### config.mk
export PLATFORM = sky130hd
export DESIGN_NAME = rational_arithmetic_reducer_top_flat
export DESIGN_NICKNAME = d
export VERILOG_FILES = /design/src/rtl/core/rar_pkg.sv /design/src/rtl/core/rar_if.sv /design/src/rtl/core/rational_arithmetic_reducer_top.sv /design/src/rtl/core/rar_div.sv /design/src/flat_wrapper.sv
export SDC_FILE = /design/constraint.sdc
export NUM_CORES = 2
export LEC_CHECK = 0
export ABC_AREA = 1
export ABC_CLOCK_PERIOD_IN_PS = 8900
export BUFFER_PORTS_ARGS = -buffer_cell sky130_fd_sc_hd__buf_2
export CAP_MARGIN = 20
export CELL_PAD_IN_SITES_DETAIL_PLACEMENT = 0
export CELL_PAD_IN_SITES_GLOBAL_PLACEMENT = 1
export CORE_MARGIN = 2
export CORE_UTILIZATION = 45
export CTS_BUF_LIST = sky130_fd_sc_hd__clkbuf_4
export DETAILED_ROUTE_END_ITERATION = 10
export GPL_TIMING_DRIVEN = 0
export HOLD_SLACK_MARGIN = 0.1
export PLACE_DENSITY = 0.86
export SYNTH_ARGS = -nofsm -noshare
export SYNTH_HDL_FRONTEND = slang
export SYNTH_SLANG_ARGS = --single-unit
export TNS_END_PERCENT = 100
### constraint.sdc
create_clock -name clock -period 8.9 [get_ports clock]
set_clock_uncertainty 0.1 [all_clocks]
set_input_delay 0.445 -clock clock [delete_from_list [all_inputs] [get_ports clock]]
set_output_delay 0.445 -clock clock [all_outputs]
set_load 0.05 [all_outputs]
### src/rtl/core/rar_pkg.sv
// ----------------------------------------------------------------------------
// rar_pkg
// shared constants, opcodes and types of the rational arithmetic reducer
// ----------------------------------------------------------------------------
`timescale 1ns / 1ps

package rar_pkg;

   localparam int OPERAND_BITS = 16;
   localparam int NUM_OUT_BITS = 34;
   localparam int DEN_OUT_BITS = 31;
   localparam int KIND_BITS    = 4;

   localparam logic [KIND_BITS-1:0] KIND_ADD    = 4'd0;
   localparam logic [KIND_BITS-1:0] KIND_SUB    = 4'd1;
   localparam logic [KIND_BITS-1:0] KIND_MUL    = 4'd2;
   localparam logic [KIND_BITS-1:0] KIND_DIV    = 4'd3;
   localparam logic [KIND_BITS-1:0] KIND_LT     = 4'd4;
   localparam logic [KIND_BITS-1:0] KIND_LE     = 4'd5;
   localparam logic [KIND_BITS-1:0] KIND_GT     = 4'd6;
   localparam logic [KIND_BITS-1:0] KIND_GE     = 4'd7;
   localparam logic [KIND_BITS-1:0] KIND_EQ     = 4'd8;
   localparam logic [KIND_BITS-1:0] KIND_NE     = 4'd9;
   localparam logic [KIND_BITS-1:0] KIND_REDUCE = 4'd10;

   typedef struct packed {
      logic busy;
      logic done;
   } div_stat_type;

endpackage

### src/rtl/core/rar_if.sv
// ----------------------------------------------------------------------------
// rar channel interfaces
// valid/ready channels for operand items and result items
// ----------------------------------------------------------------------------
`timescale 1ns / 1ps

interface rar_req_if #(
   parameter int OPERAND_BITS = rar_pkg::OPERAND_BITS
);
   logic                                 valid;
   logic                                 ready;
   logic [rar_pkg::KIND_BITS-1:0]        kind;
   logic signed [OPERAND_BITS-1:0]       a_num;
   logic [OPERAND_BITS-2:0]              a_den;
   logic signed [OPERAND_BITS-1:0]       b_num;
   logic [OPERAND_BITS-2:0]              b_den;

   modport source (output valid, kind, a_num, a_den, b_num, b_den, input ready);
   modport sink   (input valid, kind, a_num, a_den, b_num, b_den, output ready);
endinterface

interface rar_rsp_if;
   logic                                 valid;
   logic                                 ready;
   logic signed [rar_pkg::NUM_OUT_BITS-1:0] res_num;
   logic [rar_pkg::DEN_OUT_BITS-1:0]     res_den;
   logic                                 cmp_true;
   logic                                 zero_div_error;

   modport source (output valid, res_num, res_den, cmp_true, zero_div_error, input ready);
   modport sink   (input valid, res_num, res_den, cmp_true, zero_div_error, output ready);
endinterface

### src/rtl/core/rational_arithmetic_reducer_top.sv
// ----------------------------------------------------------------------------
// rational_arithmetic_reducer_top
// rational alu: sums, products, compare, euclidean gcd and reduction on one divider
// ----------------------------------------------------------------------------
// channel | dir | payload
// req_ch  | in  | kind, a_num, a_den, b_num, b_den
// rsp_ch  | out | res_num, res_den, cmp_true, zero_div_error
//
// one item at a time; req_ch.ready is high only while idle
// products and compares come first; each euclid remainder step and the
//   final quotients run on the shared divider, W = 2*OPERAND_BITS
//   bits wide
// reset (synchronous) returns the sequencer to idle; no clearing pass
// a result waits in the output register until rsp_ch.ready takes it
// ----------------------------------------------------------------------------
`timescale 1ns / 1ps

module rational_arithmetic_reducer_top #(
   parameter int OPERAND_BITS = rar_pkg::OPERAND_BITS
) (
   input  logic      clock,
   input  logic      reset,
   rar_req_if.sink   req_ch,
   rar_rsp_if.source rsp_ch
);

   localparam int P  = OPERAND_BITS;
   localparam int W  = 2 * P;
   localparam int NB = rar_pkg::NUM_OUT_BITS;
   localparam int DB = rar_pkg::DEN_OUT_BITS;

   typedef enum logic [7:0] {
      S_IDLE  = 8'b0000_0001,
      S_MUL   = 8'b0000_0010,
      S_FORM  = 8'b0000_0100,
      S_GCD   = 8'b0000_1000,
      S_GWAIT = 8'b0001_0000,
      S_QN    = 8'b0010_0000,
      S_QD    = 8'b0100_0000,
      S_OUT   = 8'b1000_0000
   } state_type;

   state_type                     state_ff, state_in;
   logic [1:0]                    step_ff, step_in;
   logic [rar_pkg::KIND_BITS-1:0] kind_ff, kind_in;
   logic signed [P-1:0]           an_ff, an_in, bn_ff, bn_in;
   logic [P-2:0]                  ad_ff, ad_in, bd_ff, bd_in;
   logic signed [W-1:0]           p0_ff, p0_in, p1_ff, p1_in, p2_ff, p2_in;
   logic                          nneg_ff, nneg_in, dneg_ff, dneg_in;
   logic [W-1:0]                  magn_ff, magn_in, magd_ff, magd_in;
   logic [W-1:0]                  x_ff, x_in, y_ff, y_in, qn_ff, qn_in;
   logic [W-1:0]                  dvd_ff, dvd_in, dvs_ff, dvs_in;
   logic                          start_ff, start_in;
   logic signed [NB-1:0]          num_ff, num_in;
   logic [DB-1:0]                 den_ff, den_in;
   logic                          cmp_ff, cmp_in, err_ff, err_in;

   logic signed [P:0]             op_a, op_b;
   logic signed [2*P+1:0]         prod;
   logic signed [W-1:0]           an_w, bn_w, ad_w, bd_w, rn, rd, fin_num;
   logic                          is_arith, cmp_val, accept;
   logic [W-1:0]                  quotient, remainder;
   rar_pkg::div_stat_type         div_stat;

   rar_div #(.W(W)) u_div (
      .clock     (clock),
      .reset     (reset),
      .start     (start_ff),
      .dividend  (dvd_ff),
      .divisor   (dvs_ff),
      .quotient  (quotient),
      .remainder (remainder),
      .stat      (div_stat)
   );

   assign accept = req_ch.valid && req_ch.ready;

   // shared multiplier, one product per step
   always_comb begin
      case (step_ff)
         2'd0: begin
            op_a = (P+1)'(an_ff);
            op_b = (kind_ff == rar_pkg::KIND_MUL) ? (P+1)'(bn_ff) : signed'({2'b00, bd_ff});
         end
         2'd1: begin
            op_a = signed'({2'b00, ad_ff});
            op_b = (P+1)'(bn_ff);
         end
         default: begin
            op_a = signed'({2'b00, ad_ff});
            op_b = signed'({2'b00, bd_ff});
         end
      endcase
      prod = op_a * op_b;
   end

   always_comb begin
      an_w = W'(an_ff);
      bn_w = W'(bn_ff);
      ad_w = signed'(W'(ad_ff));
      bd_w = signed'(W'(bd_ff));
      is_arith = 1'b1;
      rn = '0;
      rd = W'(1);
      case (kind_ff)
         rar_pkg::KIND_ADD: begin
            if (ad_ff == bd_ff) begin
               rn = an_w + bn_w;
               rd = ad_w;
            end else begin
               rn = p0_ff + p1_ff;
               rd = p2_ff;
            end
         end
         rar_pkg::KIND_SUB: begin
            if (ad_ff == bd_ff) begin
               rn = an_w - bn_w;
               rd = ad_w;
            end else begin
               rn = p0_ff - p1_ff;
               rd = p2_ff;
            end
         end
         rar_pkg::KIND_MUL: begin
            rn = p0_ff;
            rd = p2_ff;
         end
         rar_pkg::KIND_DIV: begin
            rn = p0_ff;
            rd = p1_ff;
         end
         rar_pkg::KIND_REDUCE: begin
            rn = an_w;
            rd = ad_w;
         end
         default: is_arith = 1'b0;
      endcase
      case (kind_ff)
         rar_pkg::KIND_LT: cmp_val = p0_ff <  p1_ff;
         rar_pkg::KIND_LE: cmp_val = p0_ff <= p1_ff;
         rar_pkg::KIND_GT: cmp_val = p0_ff >  p1_ff;
         rar_pkg::KIND_GE: cmp_val = p0_ff >= p1_ff;
         rar_pkg::KIND_EQ: cmp_val = p0_ff == p1_ff;
         rar_pkg::KIND_NE: cmp_val = p0_ff != p1_ff;
         default:          cmp_val = 1'b0;
      endcase
      // sign of the reduced fraction follows numerator sign times denominator sign
      fin_num = (nneg_ff ^ dneg_ff) ? -signed'(qn_ff) : signed'(qn_ff);
   end

   always_comb begin
      state_in = state_ff;
      step_in  = step_ff;
      kind_in  = kind_ff;
      an_in    = an_ff;
      ad_in    = ad_ff;
      bn_in    = bn_ff;
      bd_in    = bd_ff;
      p0_in    = p0_ff;
      p1_in    = p1_ff;
      p2_in    = p2_ff;
      nneg_in  = nneg_ff;
      dneg_in  = dneg_ff;
      magn_in  = magn_ff;
      magd_in  = magd_ff;
      x_in     = x_ff;
      y_in     = y_ff;
      qn_in    = qn_ff;
      dvd_in   = dvd_ff;
      dvs_in   = dvs_ff;
      start_in = 1'b0;
      num_in   = num_ff;
      den_in   = den_ff;
      cmp_in   = cmp_ff;
      err_in   = err_ff;
      case (state_ff)
         S_IDLE: begin
            if (accept) begin
               kind_in  = req_ch.kind;
               an_in    = req_ch.a_num;
               ad_in    = req_ch.a_den;
               bn_in    = req_ch.b_num;
               bd_in    = req_ch.b_den;
               step_in  = 2'd0;
               state_in = S_MUL;
            end
         end
         S_MUL: begin
            case (step_ff)
               2'd0:    p0_in = W'(prod);
               2'd1:    p1_in = W'(prod);
               default: p2_in = W'(prod);
            endcase
            step_in = step_ff + 2'd1;
            if (step_ff == 2'd2) begin
               state_in = S_FORM;
            end
         end
         S_FORM: begin
            cmp_in = 1'b0;
            err_in = 1'b0;
            num_in = '0;
            den_in = DB'(1);
            if (!is_arith) begin
               cmp_in   = cmp_val;
               state_in = S_OUT;
            end else if (rd == '0) begin
               // zero over zero flags an error; nonzero over zero gives 1/0
               if (rn == '0) begin
                  err_in = 1'b1;
               end else begin
                  num_in = NB'(1);
                  den_in = '0;
               end
               state_in = S_OUT;
            end else begin
               nneg_in  = rn[W-1];
               dneg_in  = rd[W-1];
               magn_in  = rn[W-1] ? W'(-rn) : W'(rn);
               magd_in  = rd[W-1] ? W'(-rd) : W'(rd);
               x_in     = rn[W-1] ? W'(-rn) : W'(rn);
               y_in     = rd[W-1] ? W'(-rd) : W'(rd);
               state_in = S_GCD;
            end
         end
         S_GCD: begin
            start_in = 1'b1;
            if (y_ff == '0) begin
               // x holds the gcd
               dvd_in   = magn_ff;
               dvs_in   = x_ff;
               state_in = S_QN;
            end else begin
               dvd_in   = x_ff;
               dvs_in   = y_ff;
               state_in = S_GWAIT;
            end
         end
         S_GWAIT: begin
            if (div_stat.done) begin
               x_in     = y_ff;
               y_in     = remainder;
               state_in = S_GCD;
            end
         end
         S_QN: begin
            if (div_stat.done) begin
               qn_in    = quotient;
               dvd_in   = magd_ff;
               dvs_in   = x_ff;
               start_in = 1'b1;
               state_in = S_QD;
            end
         end
         S_QD: begin
            if (div_stat.done) begin
               num_in   = NB'(fin_num);
               den_in   = DB'(quotient);
               state_in = S_OUT;
            end
         end
         S_OUT: begin
            if (rsp_ch.ready) begin
               state_in = S_IDLE;
            end
         end
         default: state_in = S_IDLE;
      endcase
   end

   always_ff @(posedge clock) begin
      if (reset) begin
         state_ff <= S_IDLE;
         step_ff  <= 2'd0;
         start_ff <= 1'b0;
      end else begin
         state_ff <= state_in;
         step_ff  <= step_in;
         start_ff <= start_in;
      end
      kind_ff <= kind_in;
      an_ff   <= an_in;
      ad_ff   <= ad_in;
      bn_ff   <= bn_in;
      bd_ff   <= bd_in;
      p0_ff   <= p0_in;
      p1_ff   <= p1_in;
      p2_ff   <= p2_in;
      nneg_ff <= nneg_in;
      dneg_ff <= dneg_in;
      magn_ff <= magn_in;
      magd_ff <= magd_in;
      x_ff    <= x_in;
      y_ff    <= y_in;
      qn_ff   <= qn_in;
      dvd_ff  <= dvd_in;
      dvs_ff  <= dvs_in;
      num_ff  <= num_in;
      den_ff  <= den_in;
      cmp_ff  <= cmp_in;
      err_ff  <= err_in;
   end

   assign req_ch.ready          = (state_ff == S_IDLE);
   assign rsp_ch.valid          = (state_ff == S_OUT);
   assign rsp_ch.res_num        = num_ff;
   assign rsp_ch.res_den        = den_ff;
   assign rsp_ch.cmp_true       = cmp_ff;
   assign rsp_ch.zero_div_error = err_ff;

endmodule

### src/rtl/core/rar_div.sv
// ----------------------------------------------------------------------------
// rar_div
// restoring unsigned divider, one quotient bit per cycle
// ----------------------------------------------------------------------------
`timescale 1ns / 1ps

module rar_div #(
   parameter int W = 2 * rar_pkg::OPERAND_BITS
) (
   input  logic                  clock,
   input  logic                  reset,
   input  logic                  start,
   input  logic [W-1:0]          dividend,
   input  logic [W-1:0]          divisor,
   output logic [W-1:0]          quotient,
   output logic [W-1:0]          remainder,
   output rar_pkg::div_stat_type stat
);

   localparam int CW = $clog2(W + 1);

   logic          busy_ff, busy_in;
   logic          done_ff, done_in;
   logic [CW-1:0] cnt_ff, cnt_in;
   logic [W-1:0]  rem_ff, rem_in;
   logic [W-1:0]  quo_ff, quo_in;
   logic [W-1:0]  dvs_ff, dvs_in;
   logic [W:0]    shifted;
   logic [W:0]    diff;

   always_comb begin
      shifted = {rem_ff, quo_ff[W-1]};
      diff    = shifted - {1'b0, dvs_ff};
      busy_in = busy_ff;
      done_in = 1'b0;
      cnt_in  = cnt_ff;
      rem_in  = rem_ff;
      quo_in  = quo_ff;
      dvs_in  = dvs_ff;
      if (start) begin
         busy_in = 1'b1;
         cnt_in  = CW'(W);
         rem_in  = '0;
         quo_in  = dividend;
         dvs_in  = divisor;
      end else if (busy_ff) begin
         // no borrow: the trial subtraction fits
         if (!diff[W]) begin
            rem_in = diff[W-1:0];
            quo_in = {quo_ff[W-2:0], 1'b1};
         end else begin
            rem_in = shifted[W-1:0];
            quo_in = {quo_ff[W-2:0], 1'b0};
         end
         cnt_in = cnt_ff - 1'b1;
         if (cnt_ff == CW'(1)) begin
            busy_in = 1'b0;
            done_in = 1'b1;
         end
      end
   end

   always_ff @(posedge clock) begin
      if (reset) begin
         busy_ff <= 1'b0;
         done_ff <= 1'b0;
         cnt_ff  <= '0;
      end else begin
         busy_ff <= busy_in;
         done_ff <= done_in;
         cnt_ff  <= cnt_in;
      end
      rem_ff <= rem_in;
      quo_ff <= quo_in;
      dvs_ff <= dvs_in;
   end

   assign quotient  = quo_ff;
   assign remainder = rem_ff;
   assign stat.busy = busy_ff;
   assign stat.done = done_ff;

endmodule

### src/flat_wrapper.sv
// flat-port wrapper written by rule: the top's interface ports become plain ports
module rational_arithmetic_reducer_top_flat 
#(
   parameter int OPERAND_BITS = rar_pkg::OPERAND_BITS
)
  (clock, reset, req_ch_valid, req_ch_kind, req_ch_a_num, req_ch_a_den, req_ch_b_num, req_ch_b_den, req_ch_ready, rsp_ch_valid, rsp_ch_res_num, rsp_ch_res_den, rsp_ch_cmp_true, rsp_ch_zero_div_error, rsp_ch_ready);
  rar_req_if #(.OPERAND_BITS(OPERAND_BITS)) req_ch_i ();
  rar_rsp_if rsp_ch_i ();
  input  logic clock;
  input  logic reset;
  input wire logic [$bits(req_ch_i.valid)-1:0] req_ch_valid;
  input wire logic [$bits(req_ch_i.kind)-1:0] req_ch_kind;
  input wire logic [$bits(req_ch_i.a_num)-1:0] req_ch_a_num;
  input wire logic [$bits(req_ch_i.a_den)-1:0] req_ch_a_den;
  input wire logic [$bits(req_ch_i.b_num)-1:0] req_ch_b_num;
  input wire logic [$bits(req_ch_i.b_den)-1:0] req_ch_b_den;
  output wire logic [$bits(req_ch_i.ready)-1:0] req_ch_ready;
  output wire logic [$bits(rsp_ch_i.valid)-1:0] rsp_ch_valid;
  output wire logic [$bits(rsp_ch_i.res_num)-1:0] rsp_ch_res_num;
  output wire logic [$bits(rsp_ch_i.res_den)-1:0] rsp_ch_res_den;
  output wire logic [$bits(rsp_ch_i.cmp_true)-1:0] rsp_ch_cmp_true;
  output wire logic [$bits(rsp_ch_i.zero_div_error)-1:0] rsp_ch_zero_div_error;
  input wire logic [$bits(rsp_ch_i.ready)-1:0] rsp_ch_ready;
  assign req_ch_i.valid = req_ch_valid;
  assign req_ch_i.kind = req_ch_kind;
  assign req_ch_i.a_num = req_ch_a_num;
  assign req_ch_i.a_den = req_ch_a_den;
  assign req_ch_i.b_num = req_ch_b_num;
  assign req_ch_i.b_den = req_ch_b_den;
  assign req_ch_ready = req_ch_i.ready;
  assign rsp_ch_valid = rsp_ch_i.valid;
  assign rsp_ch_res_num = rsp_ch_i.res_num;
  assign rsp_ch_res_den = rsp_ch_i.res_den;
  assign rsp_ch_cmp_true = rsp_ch_i.cmp_true;
  assign rsp_ch_zero_div_error = rsp_ch_i.zero_div_error;
  assign rsp_ch_i.ready = rsp_ch_ready;
  rational_arithmetic_reducer_top #(.OPERAND_BITS(OPERAND_BITS)) u_core (.clock(clock), .reset(reset), .req_ch(req_ch_i), .rsp_ch(rsp_ch_i));
endmodule
==> summary.md <==
| Metric | Value |
|---|---|
| DRC errors left | 0 |
| Worst hold margin | 0.163 ns |
| DRT iter0 DRCs | between 3k and 4k |
| Via Count | approximately 39k |
| Die height | between 300 and 400 um |
| End point of the critical path | u_core.p0_ff[30]$_DFFE_PP_ |
| Period minus WS final | about 8.6 ns |
| Row count | roughly 110 |
| Clk pin slew, worst setup/hold paths | 0.07 ns |
| Place WS | -0.309 ns |
| Top_reg_cell synth | edfxtp_1 |
| Placed wire-length estimate | about 120 mm |
| DRT antenna net count | 0 |
| CP Data Arrival Time | 9.22 ns |
| Fillers | 9305 |
| Cell Area, Placed | 0.0468 mm^2 |
| Die area | between 0.1 and 0.15 mm^2 |
| Status | completed |
| CP max stage delay | about 0.62 ns |
| Sequential fraction of the synthesis area | 0.374 |
| Synthesized area per cell | roughly 8.1 um^2 |
| Required @ worst endpoint | 9.56 ns |
| Fin Setup TNS | 0 ns |
| GR Util All Layers | 0.298 |
| I/O Pins | between 100 and 150 |
| Final nets | between 6k and 7k |
| IO Port Bufs | 137 |
| Final period utilization | 0.961 |
| Root buffer selected by CTS | clkbuf_4 |
| Routed wire length | 151 mm |
| Die X | roughly 320 um |
| CTS H-tree depth | 4 |
| Crit path max fanout | 10 |
| Setup crit end kind | flop |
| Synth unique cells | 57 |
| Via density | around 5.3 |
| Core footprint | just under 0.1 mm^2 |
| Slew @ Worst Pin | 1.11 ns |
| Syn Std Cell Area | roughly 0.044 mm^2 |
| Max-slew headroom | 0.256 |
| Synthesized instance count | between 5k and 6k |
| Via count of the first global-routing pass | 38.8k |
| Start point of the critical path | u_core.step_ff[1]$_SDFFE_PP0P_ |
| Gpl congestion | 1.02 |
| Register area | about 0.017 mm^2 |
| Max-slew violations | 0 |
| Worst Setup Start Kind | flop |
| Worst-Skew Late Latency | 1.09 ns |
| CTS Buf Count | about 140 |
| Max-Cap Viols | 0 |
| CTS Sinks | 568 |
| Synthesized flop and latch total | 568 |
| Detailed-router iteration count before antenna repair | 6 |
| Clock Path Buffers | 3 |
| Post-CTS Setup Inserts | 0 |
| Yosys warnings | 0 |
| Syn Nets | between 5k and 6k |
| Syn-to-layout area delta | 13.4% |
| Tightest Hold Check Type | primary input to flop |
| Fmax | between 0.1 and 0.15 GHz |
| Async S/R FF share, synth | 0 |
| Initial antenna violation count | 5 |
| PnR worst setup slack | around 0.34 ns |
| Final-report setup violation count | 0 |
| CTS tree | done |
| Unrepaired setup endpoints after global routing | false |
| Worst r2r path cells | 34 |
| Flop2flop setup slack | between 0.3 and 0.4 ns |
| Starting Density | 0.456 |
| First-pass GRT wire length | 227 mm |
| R2r startpoint | u_core.step_ff[1]$_SDFFE_PP0P_ |
| WS Path Type | flop to flop |
| Largest net degree at the start of global routing | 45 |
| Final instance area | roughly 0.05 mm^2 |
| WL per Instance | between 20 and 25 um |
| Slowest stage cell, crit path | fa_1 |
| Multi-input logic area | 0.0234 mm^2 |
| Global route overflow | 0 |
| FF-to-FF End | u_core.p0_ff[30]$_DFFE_PP_ |
| Number of flops mapped to enable cells by yosys | 517 |
| Final hold vios | 0 |
| Share of cells above drive strength 1 | 0.0896 |
-- cells in the mapped netlist, types with 5 or more instances --
cell type / count / area, um^2
o21ai_1: 31 / 155
a21oi_1: 251 / 1260
nor2_1: 593 / 2230
buf_2: 45 / 225
xor2_1: 77 / 674
nand2_1: 1322 / 4960
nand2_2: 5 / 31.3
a22oi_1: 7 / 52.6
or2_2: 5 / 31.3
o21ai_0: 240 / 1200
nand3b_1: 24 / 180
nor3_1: 51 / 255
o21a_1: 6 / 45.0
buf_4: 6 / 45.0
dfxtp_1: 51 / 1020
nand3_1: 326 / 1630
nand4_1: 63 / 394
nor4_1: 16 / 100
a21oi_2: 5 / 43.8
inv_1: 955 / 3580
o31ai_1: 5 / 37.5
o21bai_1: 19 / 143
o22ai_1: 9 / 56.3
a22o_1: 13 / 114
a21boi_0: 5 / 37.5
and2_1: 16 / 100
mux2_2: 18 / 203
buf_1: 10 / 37.5
nor2_2: 8 / 50.1
inv_2: 9 / 33.8
fa_1: 280 / 5610
xnor2_1: 43 / 377
edfxtp_1: 517 / 15500
nor3_2: 6 / 60.1
clkinv_1: 10 / 37.5
o211ai_1: 36 / 270
ha_1: 217 / 2720
clkbuf_1: 93 / 349
-- placed cells by master (no fill, tap or decap), types with 8 or more instances in the layout --
| master | n |
|---|---|
| a21oi_1 | 249 |
| a22o_1 | 13 |
| and2_1 | 16 |
| buf_1 | 9 |
| buf_2 | 182 |
| buf_4 | 9 |
| buf_6 | 8 |
| clkbuf_1 | 87 |
| clkbuf_4 | 199 |
| clkinv_1 | 46 |
| dfxtp_1 | 50 |
| diode_2 | 9 |
| dlygate4sd3_1 | 135 |
| edfxtp_1 | 517 |
| fa_1 | 278 |
| ha_1 | 217 |
| inv_1 | 947 |
| inv_2 | 15 |
| mux2_2 | 18 |
| nand2_1 | 1319 |
| nand2_2 | 8 |
| nand3_1 | 326 |
| nand3b_1 | 24 |
| nand4_1 | 63 |
| nor2_1 | 586 |
| nor2_2 | 9 |
| nor2_4 | 9 |
| nor3_1 | 51 |
| nor4_1 | 15 |
| o211ai_1 | 36 |
| o21ai_0 | 238 |
| o21ai_1 | 29 |
| o21bai_1 | 19 |
| xnor2_1 | 43 |
| xor2_1 | 77 |
-- worst min path at each step --
| stage | end | depth (start not counted) | from |
|---|---|---|---|
| after floorplan | u_core.u_div.dvs_ff[0]$_DFFE_PP_ | 0 | u_core.dvs_ff[0]$_DFFE_PP_ |
| after global placement | u_core.u_div.dvs_ff[1]$_DFFE_PP_ | 0 | u_core.dvs_ff[1]$_DFFE_PP_ |
| after detailed placement | u_core.u_div.dvs_ff[22]$_DFFE_PP_ | 0 | u_core.dvs_ff[22]$_DFFE_PP_ |
| after CTS | u_core.kind_ff[0]$_DFFE_PP_ | 2 | req_ch_kind[0] |
| after global routing | u_core.kind_ff[0]$_DFFE_PP_ | 2 | req_ch_kind[0] |
| final | u_core.kind_ff[0]$_DFFE_PP_ | 2 | req_ch_kind[0] |
-- metrics by stage --
| step | utilization | instances |
|---|---|---|
| 6_report | 0.517 | 7259 |
| 3_5_place_dp | 0.483 | 6859 |
| 4_1_cts | 0.516 | 7250 |
| 5_1_grt | 0.517 | 7254 |
| 3_3_place_gp | 0.479 | 6842 |
| 2_1_floorplan | - | 5429 |
-- per-layer routing --
metal,vias to the layer above,share of wire,track usage
met2,1566,0.50,0.526
met5,-,0,0
li1,18300,-,-
met4,0,0.061,0.171
met3,408,0.061,0.0406
met1,18200,0.38,0.347
-- area by class of cell --
class / count / share of cell area
inverter: 974 / 0.0731
antenna: 9 / 0.000449
clock buffer: 199 / 0.0298
tap: 1276 / 0.0319
clock inverter: 59 / 0.00764
buffer: 157 / 0.0141
sequential: 568 / 0.330
timing repair buffer: 289 / 0.0457
multi-input combinational: 3728 / 0.467
-- worst max-delay path: cells and delay by family (launching register included) --
kind | cells | cell delay, ns
xor+xnor | 1 | 0.35
simple gates | 8 | 1.12
flops | 1 | 0.35
buf+inv | 10 | 1.37
compound gates | 7 | 1.24
fa+ha+maj | 8 | 3.69
-- sequential cells by signal, summed over array words and instances (netlist names), 16 cells and up --
register,flops
u_core.x_ff,32
u_core.u_div.dvs_ff,32
u_core.u_div.remainder,32
u_core.bn_ff,16
u_core.rsp_ch.res_num,32
u_core.rsp_ch.res_den,31
u_core.p2_ff,32
u_core.qn_ff,32
u_core.dvd_ff,32
u_core.y_ff,32
u_core.u_div.quotient,32
u_core.an_ff,16
u_core.p1_ff,32
u_core.magn_ff,32
u_core.magd_ff,32
u_core.p0_ff,32
u_core.dvs_ff,32
-- kinds of logic after synthesis --
group,count (synthesis),share of synthesized area
adders and majority gates,497,0.188
muxes,18,0.00458
xor gates and xnor gates,121,0.0241
AOI/OAI and AO/OA,645,0.0805
DFF,568,0.374
buffers and inverters,1133,0.0987
and+or+nand+nor,2447,0.230
-- timing repair --
| action | 4_1_cts | 5_1_grt |
|---|---|---|
| pin swaps | 0 | 1 |
| hold buffers | 135 | 0 |
| setup endpoints to repair | 24 | 27 |
| resized for setup | 6 | 27 |
| hold endpoints to repair | 93 | 0 |
Power is left out: the tool's default activity adds up to more than one toggle a clock period on the data nets, which glitch-free logic cannot reach.
